### config.mk
export PLATFORM = sky130hd
export DESIGN_NAME = checked_word_loader_top
export DESIGN_NICKNAME = d
export VERILOG_FILES = /design/src/cwl_pkg.sv /design/src/cwl_front.sv /design/src/cwl_check.sv /design/src/cwl_seq.sv /design/src/cwl_queue.sv /design/src/checked_word_loader_top.sv
export SDC_FILE = /design/constraint.sdc
export NUM_CORES = 2
export LEC_CHECK = 0
export BUFFER_PORTS_ARGS = -buffer_cell sky130_fd_sc_hd__buf_4
export CAP_MARGIN = 20
export CORE_ASPECT_RATIO = 0.8
export CORE_MARGIN = 2
export CORE_UTILIZATION = 35
export CTS_CLUSTER_SIZE = 30
export DETAILED_ROUTE_END_ITERATION = 7
export PLACE_DENSITY = 0.5
export SKIP_LAST_GASP = 1
export SLEW_MARGIN = 5
export SYNTH_ARGS = -nofsm -noshare
export SYNTH_HDL_FRONTEND = slang
export SYNTH_SLANG_ARGS = --single-unit
export TNS_END_PERCENT = 50
### constraint.sdc
create_clock -name clk -period 19 [get_ports clk]
set_clock_uncertainty 0.2 [all_clocks]
set_input_delay 0 -clock clk [delete_from_list [all_inputs] [get_ports clk]]
set_output_delay 0 -clock clk [all_outputs]
set_load 0.005 [all_outputs]
### src/cwl_pkg.sv
`timescale 1ns / 1ps
// Shared types and constants for the checked word loader.
// No dependencies; imported by every cwl_* module and the top level.
package cwl_pkg;

  // Configuration register indexes
  typedef enum logic [1:0] {
    CFG_START_MARKER = 2'd0,
    CFG_LOAD_BASE    = 2'd1,
    CFG_DONE_CODE    = 2'd2
  } cfg_idx_t;

  localparam logic [31:0] START_MARKER_RST = 32'hF0F0_F0F0;
  localparam logic [31:0] LOAD_BASE_RST    = 32'h1000_0000;
  localparam logic [7:0]  DONE_CODE_RST    = 8'h02;

  // word mod 230 by reciprocal: q_est = (word * CHECK_RECIP) >> RECIP_SHIFT
  // lands on the true quotient or one below, so the remainder is < 2*230.
  localparam int unsigned CHECK_DIV   = 230;
  localparam logic [31:0] CHECK_RECIP = 32'd2390242669;  // floor(2^39 / 230)
  localparam int unsigned RECIP_SHIFT = 39;
  localparam int unsigned REM_W       = 9;                // holds values below 460

  // Output queue: sized for every result still in flight or waiting
  localparam int unsigned OUT_DEPTH = 4;
  localparam int unsigned OUT_PTR_W = 2;
  localparam int unsigned OUT_CNT_W = 3;

  typedef struct packed {
    logic        is_start;    // marker seen while idle
    logic        done;        // record status matched done code
    logic [31:0] word;
    logic [7:0]  check_byte;
  } item_t;

  typedef struct packed {
    logic        ack_code;
    logic        write_enable;
    logic [31:0] write_address;
    logic [31:0] write_data;
    logic        block_flush;
    logic [31:0] block_flush_address;
    logic        final_flush;
    logic [31:0] final_flush_address;
    logic        launch;
  } result_t;

endpackage

### src/cwl_front.sv
`timescale 1ns / 1ps
// Front end: configuration registers, marker/done decode, input stage register.
// Depends on cwl_pkg.
module cwl_front
  import cwl_pkg::*;
(
  input  logic        clk,
  input  logic        rst_n,
  input  logic        cfg_valid,
  output logic        cfg_ready,
  input  logic [1:0]  cfg_index,
  input  logic [31:0] cfg_data,
  input  logic        in_valid,
  input  logic        in_stall,
  input  logic [31:0] in_word,
  input  logic [7:0]  in_check_byte,
  input  logic [7:0]  in_record_status,
  output logic        enter,
  output logic        s0_vld,
  output item_t       s0_item,
  output logic [31:0] load_base
);

  logic [31:0] start_marker_r;
  logic [31:0] load_base_r;
  logic [7:0]  done_code_r;
  logic        loading_r, loading_nxt;
  logic        s0_vld_r;
  item_t       s0_item_r, s0_item_nxt;
  logic        accept, is_marker, is_done;

  assign cfg_ready = 1'b1;

  always_comb begin
    accept      = in_valid & ~in_stall;
    is_marker   = (in_word == start_marker_r);
    is_done     = (in_record_status == done_code_r);
    // idle non-marker words vanish here
    enter       = accept & (loading_r | is_marker);
    loading_nxt = loading_r;
    if (accept) begin
      if (!loading_r) begin
        if (is_marker) loading_nxt = 1'b1;
      end else if (is_done) begin
        loading_nxt = 1'b0;
      end
    end
    s0_item_nxt.is_start   = ~loading_r;
    s0_item_nxt.done       = is_done;
    s0_item_nxt.word       = in_word;
    s0_item_nxt.check_byte = in_check_byte;
  end

  always_ff @(posedge clk) begin
    if (!rst_n) begin
      start_marker_r <= START_MARKER_RST;
      load_base_r    <= LOAD_BASE_RST;
      done_code_r    <= DONE_CODE_RST;
    end else if (cfg_valid) begin
      unique case (cfg_index)
        CFG_START_MARKER: start_marker_r <= cfg_data;
        CFG_LOAD_BASE:    load_base_r    <= cfg_data;
        CFG_DONE_CODE:    done_code_r    <= cfg_data[7:0];
        default: ;
      endcase
    end
  end

  always_ff @(posedge clk) begin
    if (!rst_n) begin
      loading_r <= 1'b0;
      s0_vld_r  <= 1'b0;
    end else begin
      loading_r <= loading_nxt;
      s0_vld_r  <= enter;
    end
  end

  always_ff @(posedge clk) begin
    if (enter) s0_item_r <= s0_item_nxt;
  end

  assign s0_vld    = s0_vld_r;
  assign s0_item   = s0_item_r;
  assign load_base = load_base_r;

endmodule

### src/cwl_check.sv
`timescale 1ns / 1ps
// Check stage: reciprocal multiply for word mod 230, then remainder compare.
// Depends on cwl_pkg.
module cwl_check
  import cwl_pkg::*;
(
  input  logic  clk,
  input  logic  rst_n,
  input  logic  s0_vld,
  input  item_t s0_item,
  output logic  s1_vld,
  output item_t s1_item,
  output logic  match
);

  logic [63:0]      prod;
  logic [REM_W-1:0] q_lo_nxt;
  logic             s1_vld_r;
  item_t            s1_item_r;
  logic [REM_W-1:0] q_lo_r;
  logic [REM_W-1:0] rem_raw, rem_fix;

  always_comb begin
    prod     = {32'd0, s0_item.word} * {32'd0, CHECK_RECIP};
    // only the low bits of the quotient matter: the remainder fits in REM_W bits
    q_lo_nxt = prod[RECIP_SHIFT +: REM_W];
  end

  always_ff @(posedge clk) begin
    if (!rst_n) s1_vld_r <= 1'b0;
    else        s1_vld_r <= s0_vld;
  end

  always_ff @(posedge clk) begin
    if (s0_vld) begin
      s1_item_r <= s0_item;
      q_lo_r    <= q_lo_nxt;
    end
  end

  always_comb begin
    rem_raw = s1_item_r.word[REM_W-1:0] - (q_lo_r * REM_W'(CHECK_DIV));
    // quotient estimate may be one short: fold once
    rem_fix = (rem_raw >= REM_W'(CHECK_DIV)) ? rem_raw - REM_W'(CHECK_DIV) : rem_raw;
    match   = (rem_fix == {1'b0, s1_item_r.check_byte});
  end

  assign s1_vld  = s1_vld_r;
  assign s1_item = s1_item_r;

endmodule

### src/cwl_seq.sv
`timescale 1ns / 1ps
// Load sequencer: write pointer, block tracking and result formation.
// Depends on cwl_pkg.
module cwl_seq
  import cwl_pkg::*;
#(
  parameter int unsigned FLUSH_WORDS = 8
) (
  input  logic        clk,
  input  logic        rst_n,
  input  logic        s1_vld,
  input  item_t       s1_item,
  input  logic        match,
  input  logic [31:0] load_base,
  output logic        push,
  output result_t     push_res
);

  localparam int unsigned CNT_W = (FLUSH_WORDS > 1) ? $clog2(FLUSH_WORDS) : 1;
  localparam logic [CNT_W-1:0] CNT_LAST = CNT_W'(FLUSH_WORDS - 1);

  logic [31:0]      next_addr_r, next_addr_nxt;
  logic [31:0]      blk_addr_r, blk_addr_nxt;
  logic [CNT_W-1:0] blk_cnt_r, blk_cnt_nxt;
  logic [31:0]      addr_inc;

  always_comb begin
    push          = s1_vld;
    push_res      = '0;
    next_addr_nxt = next_addr_r;
    blk_addr_nxt  = blk_addr_r;
    blk_cnt_nxt   = blk_cnt_r;
    addr_inc      = next_addr_r + 32'd4;
    if (s1_vld) begin
      if (s1_item.is_start) begin
        next_addr_nxt = load_base;
        blk_addr_nxt  = load_base;
        blk_cnt_nxt   = '0;
      end else begin
        if (match) begin
          push_res.write_enable  = 1'b1;
          push_res.write_address = next_addr_r;
          push_res.write_data    = s1_item.word;
          next_addr_nxt          = addr_inc;
          if (blk_cnt_r == CNT_LAST) begin
            push_res.block_flush         = 1'b1;
            push_res.block_flush_address = blk_addr_r;
            blk_addr_nxt                 = addr_inc;
            blk_cnt_nxt                  = '0;
          end else begin
            blk_cnt_nxt = blk_cnt_r + CNT_W'(1);
          end
        end else begin
          push_res.ack_code = 1'b1;
        end
        if (s1_item.done) begin
          // final flush covers the block as it stands after this record
          push_res.final_flush         = 1'b1;
          push_res.final_flush_address = blk_addr_nxt;
          push_res.launch              = 1'b1;
        end
      end
    end
  end

  always_ff @(posedge clk) begin
    if (!rst_n) begin
      next_addr_r <= '0;
      blk_addr_r  <= '0;
      blk_cnt_r   <= '0;
    end else begin
      next_addr_r <= next_addr_nxt;
      blk_addr_r  <= blk_addr_nxt;
      blk_cnt_r   <= blk_cnt_nxt;
    end
  end

endmodule

### src/cwl_queue.sv
`timescale 1ns / 1ps
// Output queue with occupancy tracking; drives the registered input stall.
// Depends on cwl_pkg.
module cwl_queue
  import cwl_pkg::*;
(
  input  logic    clk,
  input  logic    rst_n,
  input  logic    enter,
  input  logic    push,
  input  result_t push_res,
  input  logic    out_stall,
  output logic    out_valid,
  output result_t out_res,
  output logic    in_stall
);

  result_t              mem_r [OUT_DEPTH];
  logic [OUT_PTR_W-1:0] wr_ptr_r, rd_ptr_r;
  logic [OUT_CNT_W-1:0] fifo_cnt_r, fifo_cnt_nxt;
  logic [OUT_CNT_W-1:0] occ_r, occ_nxt;
  logic                 in_stall_r, in_stall_nxt;
  logic                 pop;

  always_comb begin
    out_valid    = (fifo_cnt_r != '0);
    out_res      = mem_r[rd_ptr_r];
    pop          = out_valid & ~out_stall;
    fifo_cnt_nxt = fifo_cnt_r + OUT_CNT_W'(push) - OUT_CNT_W'(pop);
    // occupancy counts transactions in the pipeline plus queued results
    occ_nxt      = occ_r + OUT_CNT_W'(enter) - OUT_CNT_W'(pop);
    in_stall_nxt = (occ_nxt >= OUT_CNT_W'(OUT_DEPTH));
  end

  always_ff @(posedge clk) begin
    if (!rst_n) begin
      wr_ptr_r   <= '0;
      rd_ptr_r   <= '0;
      fifo_cnt_r <= '0;
      occ_r      <= '0;
      in_stall_r <= 1'b0;
    end else begin
      if (push) wr_ptr_r <= wr_ptr_r + OUT_PTR_W'(1);
      if (pop)  rd_ptr_r <= rd_ptr_r + OUT_PTR_W'(1);
      fifo_cnt_r <= fifo_cnt_nxt;
      occ_r      <= occ_nxt;
      in_stall_r <= in_stall_nxt;
    end
  end

  always_ff @(posedge clk) begin
    if (push) mem_r[wr_ptr_r] <= push_res;
  end

  assign in_stall = in_stall_r;

  a_no_overflow: assert property (@(posedge clk) disable iff (!rst_n)
    push |-> (fifo_cnt_r < OUT_CNT_W'(OUT_DEPTH)) || pop)
    else $error("output queue overflow");

  a_occ_covers_queue: assert property (@(posedge clk) disable iff (!rst_n)
    occ_r >= fifo_cnt_r)
    else $error("occupancy below queued results");

  a_occ_bound: assert property (@(posedge clk) disable iff (!rst_n)
    enter |=> occ_r <= OUT_CNT_W'(OUT_DEPTH))
    else $error("occupancy above queue depth");

endmodule

### src/checked_word_loader_top.sv
`timescale 1ns / 1ps
// Path from input acceptance to result valid: stage register, multiply register,
// output queue. Throughput: one transaction per cycle while out_stall is low, set by the
// two-stage check pipeline and the 4-entry output queue that backs the input stall.
// Reset (rst_n low, synchronous): back to idle, pointers and counters cleared,
// queue emptied, configuration registers return to their defaults.
module checked_word_loader_top
  import cwl_pkg::*;
#(
  parameter int unsigned FLUSH_WORDS = 8
) (
  input  logic        clk,
  input  logic        rst_n,
  input  logic        cfg_valid,
  output logic        cfg_ready,
  input  logic [1:0]  cfg_index,
  input  logic [31:0] cfg_data,
  input  logic        in_valid,
  output logic        in_stall,
  input  logic [31:0] in_word,
  input  logic [7:0]  in_check_byte,
  input  logic [7:0]  in_record_status,
  output logic        out_valid,
  input  logic        out_stall,
  output logic        out_ack_code,
  output logic        out_write_enable,
  output logic [31:0] out_write_address,
  output logic [31:0] out_write_data,
  output logic        out_block_flush,
  output logic [31:0] out_block_flush_address,
  output logic        out_final_flush,
  output logic [31:0] out_final_flush_address,
  output logic        out_launch
);

  logic        enter;
  logic        s0_vld, s1_vld, match, push;
  item_t       s0_item, s1_item;
  logic [31:0] load_base;
  result_t     push_res, out_res;

  cwl_front u_front (
    .clk              (clk),
    .rst_n            (rst_n),
    .cfg_valid        (cfg_valid),
    .cfg_ready        (cfg_ready),
    .cfg_index        (cfg_index),
    .cfg_data         (cfg_data),
    .in_valid         (in_valid),
    .in_stall         (in_stall),
    .in_word          (in_word),
    .in_check_byte    (in_check_byte),
    .in_record_status (in_record_status),
    .enter            (enter),
    .s0_vld           (s0_vld),
    .s0_item          (s0_item),
    .load_base        (load_base)
  );

  cwl_check u_check (
    .clk     (clk),
    .rst_n   (rst_n),
    .s0_vld  (s0_vld),
    .s0_item (s0_item),
    .s1_vld  (s1_vld),
    .s1_item (s1_item),
    .match   (match)
  );

  cwl_seq #(
    .FLUSH_WORDS (FLUSH_WORDS)
  ) u_seq (
    .clk       (clk),
    .rst_n     (rst_n),
    .s1_vld    (s1_vld),
    .s1_item   (s1_item),
    .match     (match),
    .load_base (load_base),
    .push      (push),
    .push_res  (push_res)
  );

  cwl_queue u_queue (
    .clk       (clk),
    .rst_n     (rst_n),
    .enter     (enter),
    .push      (push),
    .push_res  (push_res),
    .out_stall (out_stall),
    .out_valid (out_valid),
    .out_res   (out_res),
    .in_stall  (in_stall)
  );

  assign out_ack_code            = out_res.ack_code;
  assign out_write_enable        = out_res.write_enable;
  assign out_write_address       = out_res.write_address;
  assign out_write_data          = out_res.write_data;
  assign out_block_flush         = out_res.block_flush;
  assign out_block_flush_address = out_res.block_flush_address;
  assign out_final_flush         = out_res.final_flush;
  assign out_final_flush_address = out_res.final_flush_address;
  assign out_launch              = out_res.launch;

endmodule

; ---- Word level (Yosys, flattened, before mapping)
; Memories as Yosys holds them, arrays and structs flattened. A register that Yosys moved wholly into a read port is not among the register bits.
; Cells that the tools add are included.
[word_totals]
ff_bits = 246
latchBits = 0
mem_bits_rw = 532
romBits = 0
inputBits = 87
output_inout_bits = 136
word_cells = 80
mem_count = 1
[memory_table]
columns = name, words, word_bits, read_ports, rd_ports_with_merged_regs, write_ports, line
row1 = u_queue.mem_r, 4, 133, 1, 1, 1, cwl_queue.sv:18  ; result_t mem_r [OUT_DEPTH];
[classes]
add_sub_neg = 10
n_mul = 2
div = 0
order_cmp = 2
n_eq_ne = 6
shift = 0
mux = 22
n_bitwise = 7
reduce_logical = 7
[ops]
columns = op, n
row1 = $mux W133, 2
row2 = $mux W32, 5
row3 = $mux W98, 1
row4 = $mul A32 B32 Y48 const B, 1
row5 = $mux W34, 1
row6 = $mux W33, 1
row7 = $add A32 B3 Y32 const B, 1
row8 = $eq A32 B32 Y1, 1
row9 = $eq A9 B8 Y1, 1
row10 = $ge A9 B8 Y1 const B, 1
row11 = $mul A9 B7 Y8 const B, 1
row12 = $mux W3, 3
row13 = $mux W9, 1
row14 = $sub A9 B8 Y9 const B, 1
row15 = $sub A9 B9 Y9, 1
row16 = $eq A8 B8 Y1, 1
row17 = $reduce_and A2 Y1, 4
row18 = $add A3 B1 Y3, 2
row19 = $mux W1, 6
row20 = $sub A3 B1 Y3, 2
row21 = $add A2 B1 Y2 const B, 2
row22 = $mux W2, 2
row23 = $add A3 B1 Y3 const B, 1
row24 = $and A1 B1 Y1, 3
row25 = other kinds (9), 11

; ---- Logic depth before layout (Yosys ltp)
[depth]
depth_word = 9
ltp_mapped = 24
depth_no_buf = 24

; ---- Modules after synthesis
; A second synthesis with hierarchy kept.
[unflattened]
cells_unflattened = 3431
area_unflattened_um2 = 45855.2
[by_module_without_submodules]
columns = mod, instances, cells_each, area_per_inst_um2, seq_area_each_um2
row1 = cwl_queue, 1, 756, 19782.7, 16215.6
row2 = cwl_check, 1, 1542, 16629.7, 1521.5
row3 = cwl_seq, 1, 716, 4991.0, 1341.3
row4 = cwl_front, 1, 417, 4451.8, 2742.6

; ---- Worst setup path before layout
; OpenSTA, ideal clock, no wires.
[synth_path]
path_type = register to register
from = reg u_front.s0_item_r, in the netlist u_front.s0_item[15]
to = reg u_check.q_lo_r[5] (data pin)
setup_ns = 0.258
arrival_ns = 6.272
required_time_ns = 18.542
slack_ns = 12.270
stages_incl_launch_ff = 21
path_buffers = 0
period_less_slack_ns = 6.730
cell_sequence = edfxtp_1 -> inv_1 -> fa_1 -> fa_1 -> inv_1 -> fa_1 -> fa_1 -> fa_1 -> fa_1 -> fa_1 -> fa_1 -> ha_1 -> a21o_1 -> a21oi_1 -> o311a_1 -> o211ai_1 -> a31oi_1 -> o2111a_1 -> o21ai_0 -> a21oi_1 -> xnor2_1
[synth_between]
elab_chain_len = 1
[synth_rtl]
columns = item, line
row1 = "start, declared", cwl_front.sv:29  ; item_t s0_item_r, s0_item_nxt;
row2 = "start signal, assigned", cwl_front.sv:80  ; if (enter) s0_item_r <= s0_item_nxt;
row3 = $mul A32 B32 Y48, cwl_check.sv:24  ; prod = {32'd0, s0_item.word} * {32'd0, CHECK_RECIP};
row4 = via u_check.prod[44], cwl_check.sv:16  ; logic [63:0] prod;
row5 = "end signal, assigned", cwl_check.sv:37  ; q_lo_r <= q_lo_nxt;
row6 = "end, declared", cwl_check.sv:20  ; logic [REM_W-1:0] q_lo_r;
; The timed path passes the listed nets, and every way through them passes these cells.
; A chain may end at the register's enable or synchronous reset.

; ---- Final worst setup path
[layout_path]
from = reg u_front.s0_item_r, in the netlist u_front.s0_item[15]
to = reg u_check.q_lo_r[6] (data pin)
; The elaborated chain is that of the path after synthesis.

==> results_tabular.tex <==
\begin{tabular}{lr}
\hline
Metric & Value \\
\hline
\multicolumn{2}{l}{\textbf{Run status}} \\
Result of the run & finished, violations left \\
Violated checks & antenna violations \\
\multicolumn{2}{l}{\textbf{Die}} \\
Core region area & 125,500 sq um \\
Die footprint & 129,800 sq um \\
Number of core rows & 116 \\
Initial core utilization & 35.39\% \\
Die width & 402.4 microns \\
Vertical die dimension & 322.7 microns \\
Top-level I/O count & 223 \\
\multicolumn{2}{l}{\textbf{Final layout}} \\
Filler cells & 11.63k \\
Fraction of final layout cells with drive strength greater than 1 & 15.26\% \\
Area growth from synthesis to layout & 17.87\% \\
Share of the core filled with cells & 41.72\% \\
Area taken by multi-input logic gates & 20,850 sq um \\
Net count reported at finish & 4,276 \\
Seq. cell area & 21,710 sq um \\
\multicolumn{2}{l}{\textbf{STA}} \\
Number of max-slew violations in the final report & 0 \\
Worst Max-Slew Pin Slew & 1.104 ns \\
Setup TNS & 0 ns \\
Final worst-path cycle share & 43.43\% \\
Relative slew margins & 25.96\% \\
Unrepaired setup endpoints after global routing & false \\
Final critical-path setup slack & 10.75 ns \\
Min Clock Period, post-route & 8.252 ns \\
Number of failing setup endpoints in the final timing report & 0 \\
Final hold violations & 0 \\
Max Freq & 121.2 MHz \\
\multicolumn{2}{l}{\textbf{Worst setup path}} \\
Worst Setup Path Type & reg -> reg \\
Highest-delay cell along the critical path & edfxtp\_1 \\
Crit. End Element & flip-flop \\
Cell repeated most along the worst path & fa\_1 \\
Startpoint Class & flip-flop \\
Launching element of the worst setup path & u\_front.s0\_item[15]\$\_DFFE\_PP\_ \\
Longest individual stage delay on the worst path & 0.90 ns \\
Startpoint of the lowest-slack register-to-register path & u\_front.s0\_item[15]\$\_DFFE\_PP\_ \\
Worst Path Required & 19.25 ns \\
Cell-by-cell trace of the critical path & ha\_1, xor2\_1, ha\_1, or2\_2, fa\_1, fa\_1, ha\_1, inv\_1, fa\_1, inv\_1, fa\_1, fa\_1, ha\_1, nand4\_1, nor3\_1, o21ai\_0, o211ai\_1, a31oi\_1, o2111a\_1, o221ai\_1, o21ai\_0, xnor2\_1 \\
Crit path max-delay family & adder cells \\
Max FO, Critical Path & 13 \\
Count of buffer and inverter cells on the critical path & 2 \\
Critical path arrival & 8.50 ns \\
\multicolumn{2}{l}{\textbf{Global route}} \\
Met2 routing resource usage after global routing & 26.92\% \\
Number of antenna violations at the first check in global routing & 20 \\
Global routing met3 resource utilization & 4.794\% \\
Vias in the first global route & $\sim$27k \\
Largest net degree at the start of global routing & 98 \\
Routing layer with the top usage in global route & met1 \\
Total gr overflow & 0 \\
Fraction of met1 tracks used by global routing & 32.58\% \\
Wire length of the first global-routing pass & around 190,000 microns \\
Total global routing track utilization & 20.21\% \\
\multicolumn{2}{l}{\textbf{Pwr}} \\
Leakage & around 0.020 uW \\
Peak ir drop on the vdd network & 0.06635 mV \\
Cell Pwr Density & slightly below 80 nW/um\^{}2 \\
\multicolumn{2}{l}{\textbf{Synthesis}} \\
Number of enable-type register cells in the synthesized netlist & 620 \\
Number of synthesized register bits & 774 \\
Cell taking the most area after synthesis & edfxtp\_1 \\
Fraction of synthesis flops using an asynchronous set or reset pin & 0\% \\
Yosys warning total & 0 \\
Leading cell types by total area after synthesis & edfxtp\_1 (42\%), fa\_1 (17\%), ha\_1 (8.9\%), dfxtp\_1 (6.9\%), mux4\_2 (6.7\%) \\
Synthesized netlist net count & 3,892 \\
Number of instances in the synthesized netlist & 3,121 \\
Synth Cell Area & 44,430 sq um \\
Area share of the largest cell type after synthesis & 41.90\% \\
Mean Syn Cell Area & $\sim$14 sq um \\
Commonest cells in the netlist & edfxtp\_1 (620), inv\_1 (375), fa\_1 (368), ha\_1 (316), nand2\_1 (196) \\
Top FF cell, synth & edfxtp\_1 \\
Most numerous cell in the Yosys netlist & edfxtp\_1 \\
Proportion of synthesized chip area in sequential cells & slightly below 50\% \\
Number of distinct library cells after synthesis & 77 \\
\multicolumn{2}{l}{\textbf{Clocking}} \\
Number of clock sinks & between 700 and 800 \\
Number of buffers created by CTS & 84 \\
Maximum count of clock buffers along a single path & 3 \\
Clock-pin slew reported for the worst setup and hold paths after clock tree synthesis & 0.06 ns \\
Library cell used as clock root buffer & clkbuf\_16 \\
Clock H-tree levels & 3 \\
Post\_cts resized & 0 \\
CTS tree & built \\
Clock insertion delay at the later pin of the skew report & $\sim$0.69 ns \\
\multicolumn{2}{l}{\textbf{Min path}} \\
Path type of the worst min-delay path & in -> reg \\
Worst Min Path Start & cfg\_data[20] \\
\multicolumn{2}{l}{\textbf{Routing}} \\
Number of vias in the routed layout & 26.18k \\
Antenna Violating Nets Remaining & 1 \\
Routed wire length & 129,500 microns \\
Violation count after the first detailed-routing iteration & 2,201 \\
Per-cell routed wire length & around 25 microns \\
Router iterations before antenna repair & 7 \\
Post-route DRC violation count & 0 \\
Routed via count divided by cell count & 5.000 \\
\multicolumn{2}{l}{\textbf{Flow run}} \\
\# Max-Cap Violations & 0 \\
\multicolumn{2}{l}{\textbf{Placement}} \\
Count of input and output buffers & 221 \\
GPL Wtd Cong & 0.8634 \\
Minimum setup slack after placement & 10.76 ns \\
Detailed Place HPWL & approximately 95,000 microns \\
\hline
\end{tabular}
[layer usage]
layer	wire length, microns	vias up
li1	-	11800
met2	50960	760
met1	66530	13470
met4	2438	18
met5	122	-
met3	9482	134
[logic make-up after synthesis]
kind of cell	count (synthesis)	share of synthesized area (%)
xor gates and xnor gates	134	2.703
and+or+nand+nor	570	6.471
DFF	774	48.84
adders and majority gates	684	25.48
buffers and inverters	498	4.334
AOI/OAI and AO/OA	274	4.238
other	1	0.008440
muxes	186	7.927
[sequential cells by signal, indices dropped and copies added, names as in the netlist, named ones only]
register,count
u_check.q_lo_r,8
u_front.s0_item,42
u_front.s0_vld,1
u_queue.rd_ptr_r,2
u_queue.mem_r,528
u_seq.blk_addr_r,32
u_check.s1_item,42
u_front.loading_r,1
u_queue.fifo_cnt_r,3
u_seq.blk_cnt_r,3
u_queue.occ_r,2
u_front.start_marker_r,32
u_front.load_base,32
u_queue.wr_ptr_r,2
u_front.done_code_r,8
u_seq.next_addr_r,32
u_queue.in_stall,1
u_check.s1_vld,1
[final timing paths]
check	to	slack, ns	cells after the start
max reg2reg	u_check.q_lo_r[6]$_DFFE_PP_	10.75	22
min	u_front.load_base[20]$_SDFFE_PN0P_	0.07	4
max	u_check.q_lo_r[6]$_DFFE_PP_	10.75	22
min reg2reg	u_check.s1_item[6]$_DFFE_PP_	0.22	0
[cell usage in the layout, fill, tap and decap left out, drive strengths merged, types with 92 or more instances in the layout]
cell type    netlist  layout
and2              94      94
buf               37     253
clkbuf            85     113
dfxtp            154     154
dlygate4sd3        0     167
edfxtp           620     620
fa               368     368
ha               316     316
inv              375     384
mux4             132     132
nand2            196     196
xnor2             92      92
[stage by stage]
step	total power (uW)	hold slack (ns)	std cells	instance area [sq um]
floorplan	2197	-0.1011	3121	44430
global placement	2470	-0.0006091	4904	47930
detailed placement	2468	0.001445	4904	47930
CTS	4148	0.006233	5229	52360
global route	4244	0.05539	5229	52360
finish	4086	0.06889	5236	52370
[report_power, final]
| part | switching (uW) | internal (uW) | leakage [uW] |
|---|---|---|---|
| Sequential | 34.4 | 1820 | 0.00640 |
| Clock | 718 | 925 | 0.00134 |
| Combinational | 255 | 332 | 0.0122 |
[layout make-up]
| cell class | instances | share of cell area [%] |
|---|---|---|
| multi-input cells | 1849 | 39.80 |
| repair buffers | 420 | 6.818 |
| clock inverters | 45 | 0.7501 |
| flip-flops and latches | 774 | 41.45 |
| well taps | 1652 | 3.947 |
| diodes | 7 | 0.03345 |
| inverters | 376 | 2.695 |
| clock buffers | 113 | 4.503 |
[worst register-to-register path: stages, from the launching register on]
cell	delay (ns)
edfxtp_1	0.90
ha_1	0.45
xor2_1	0.22
ha_1	0.22
or2_2	0.30
fa_1	0.50
fa_1	0.42
ha_1	0.29
inv_1	0.05
fa_1	0.53
inv_1	0.05
fa_1	0.50
fa_1	0.43
ha_1	0.31
nand4_1	0.15
nor3_1	0.60
o21ai_0	0.37
o211ai_1	0.30
a31oi_1	0.24
o2111a_1	0.43
o221ai_1	0.24
o21ai_0	0.16
xnor2_1	0.15
[timing repair]
item,CTS,global route
buffers inserted,0,0
hold endpoints to repair,162,0
hold buffers,167,0
(Power assumes the default switching activity.)
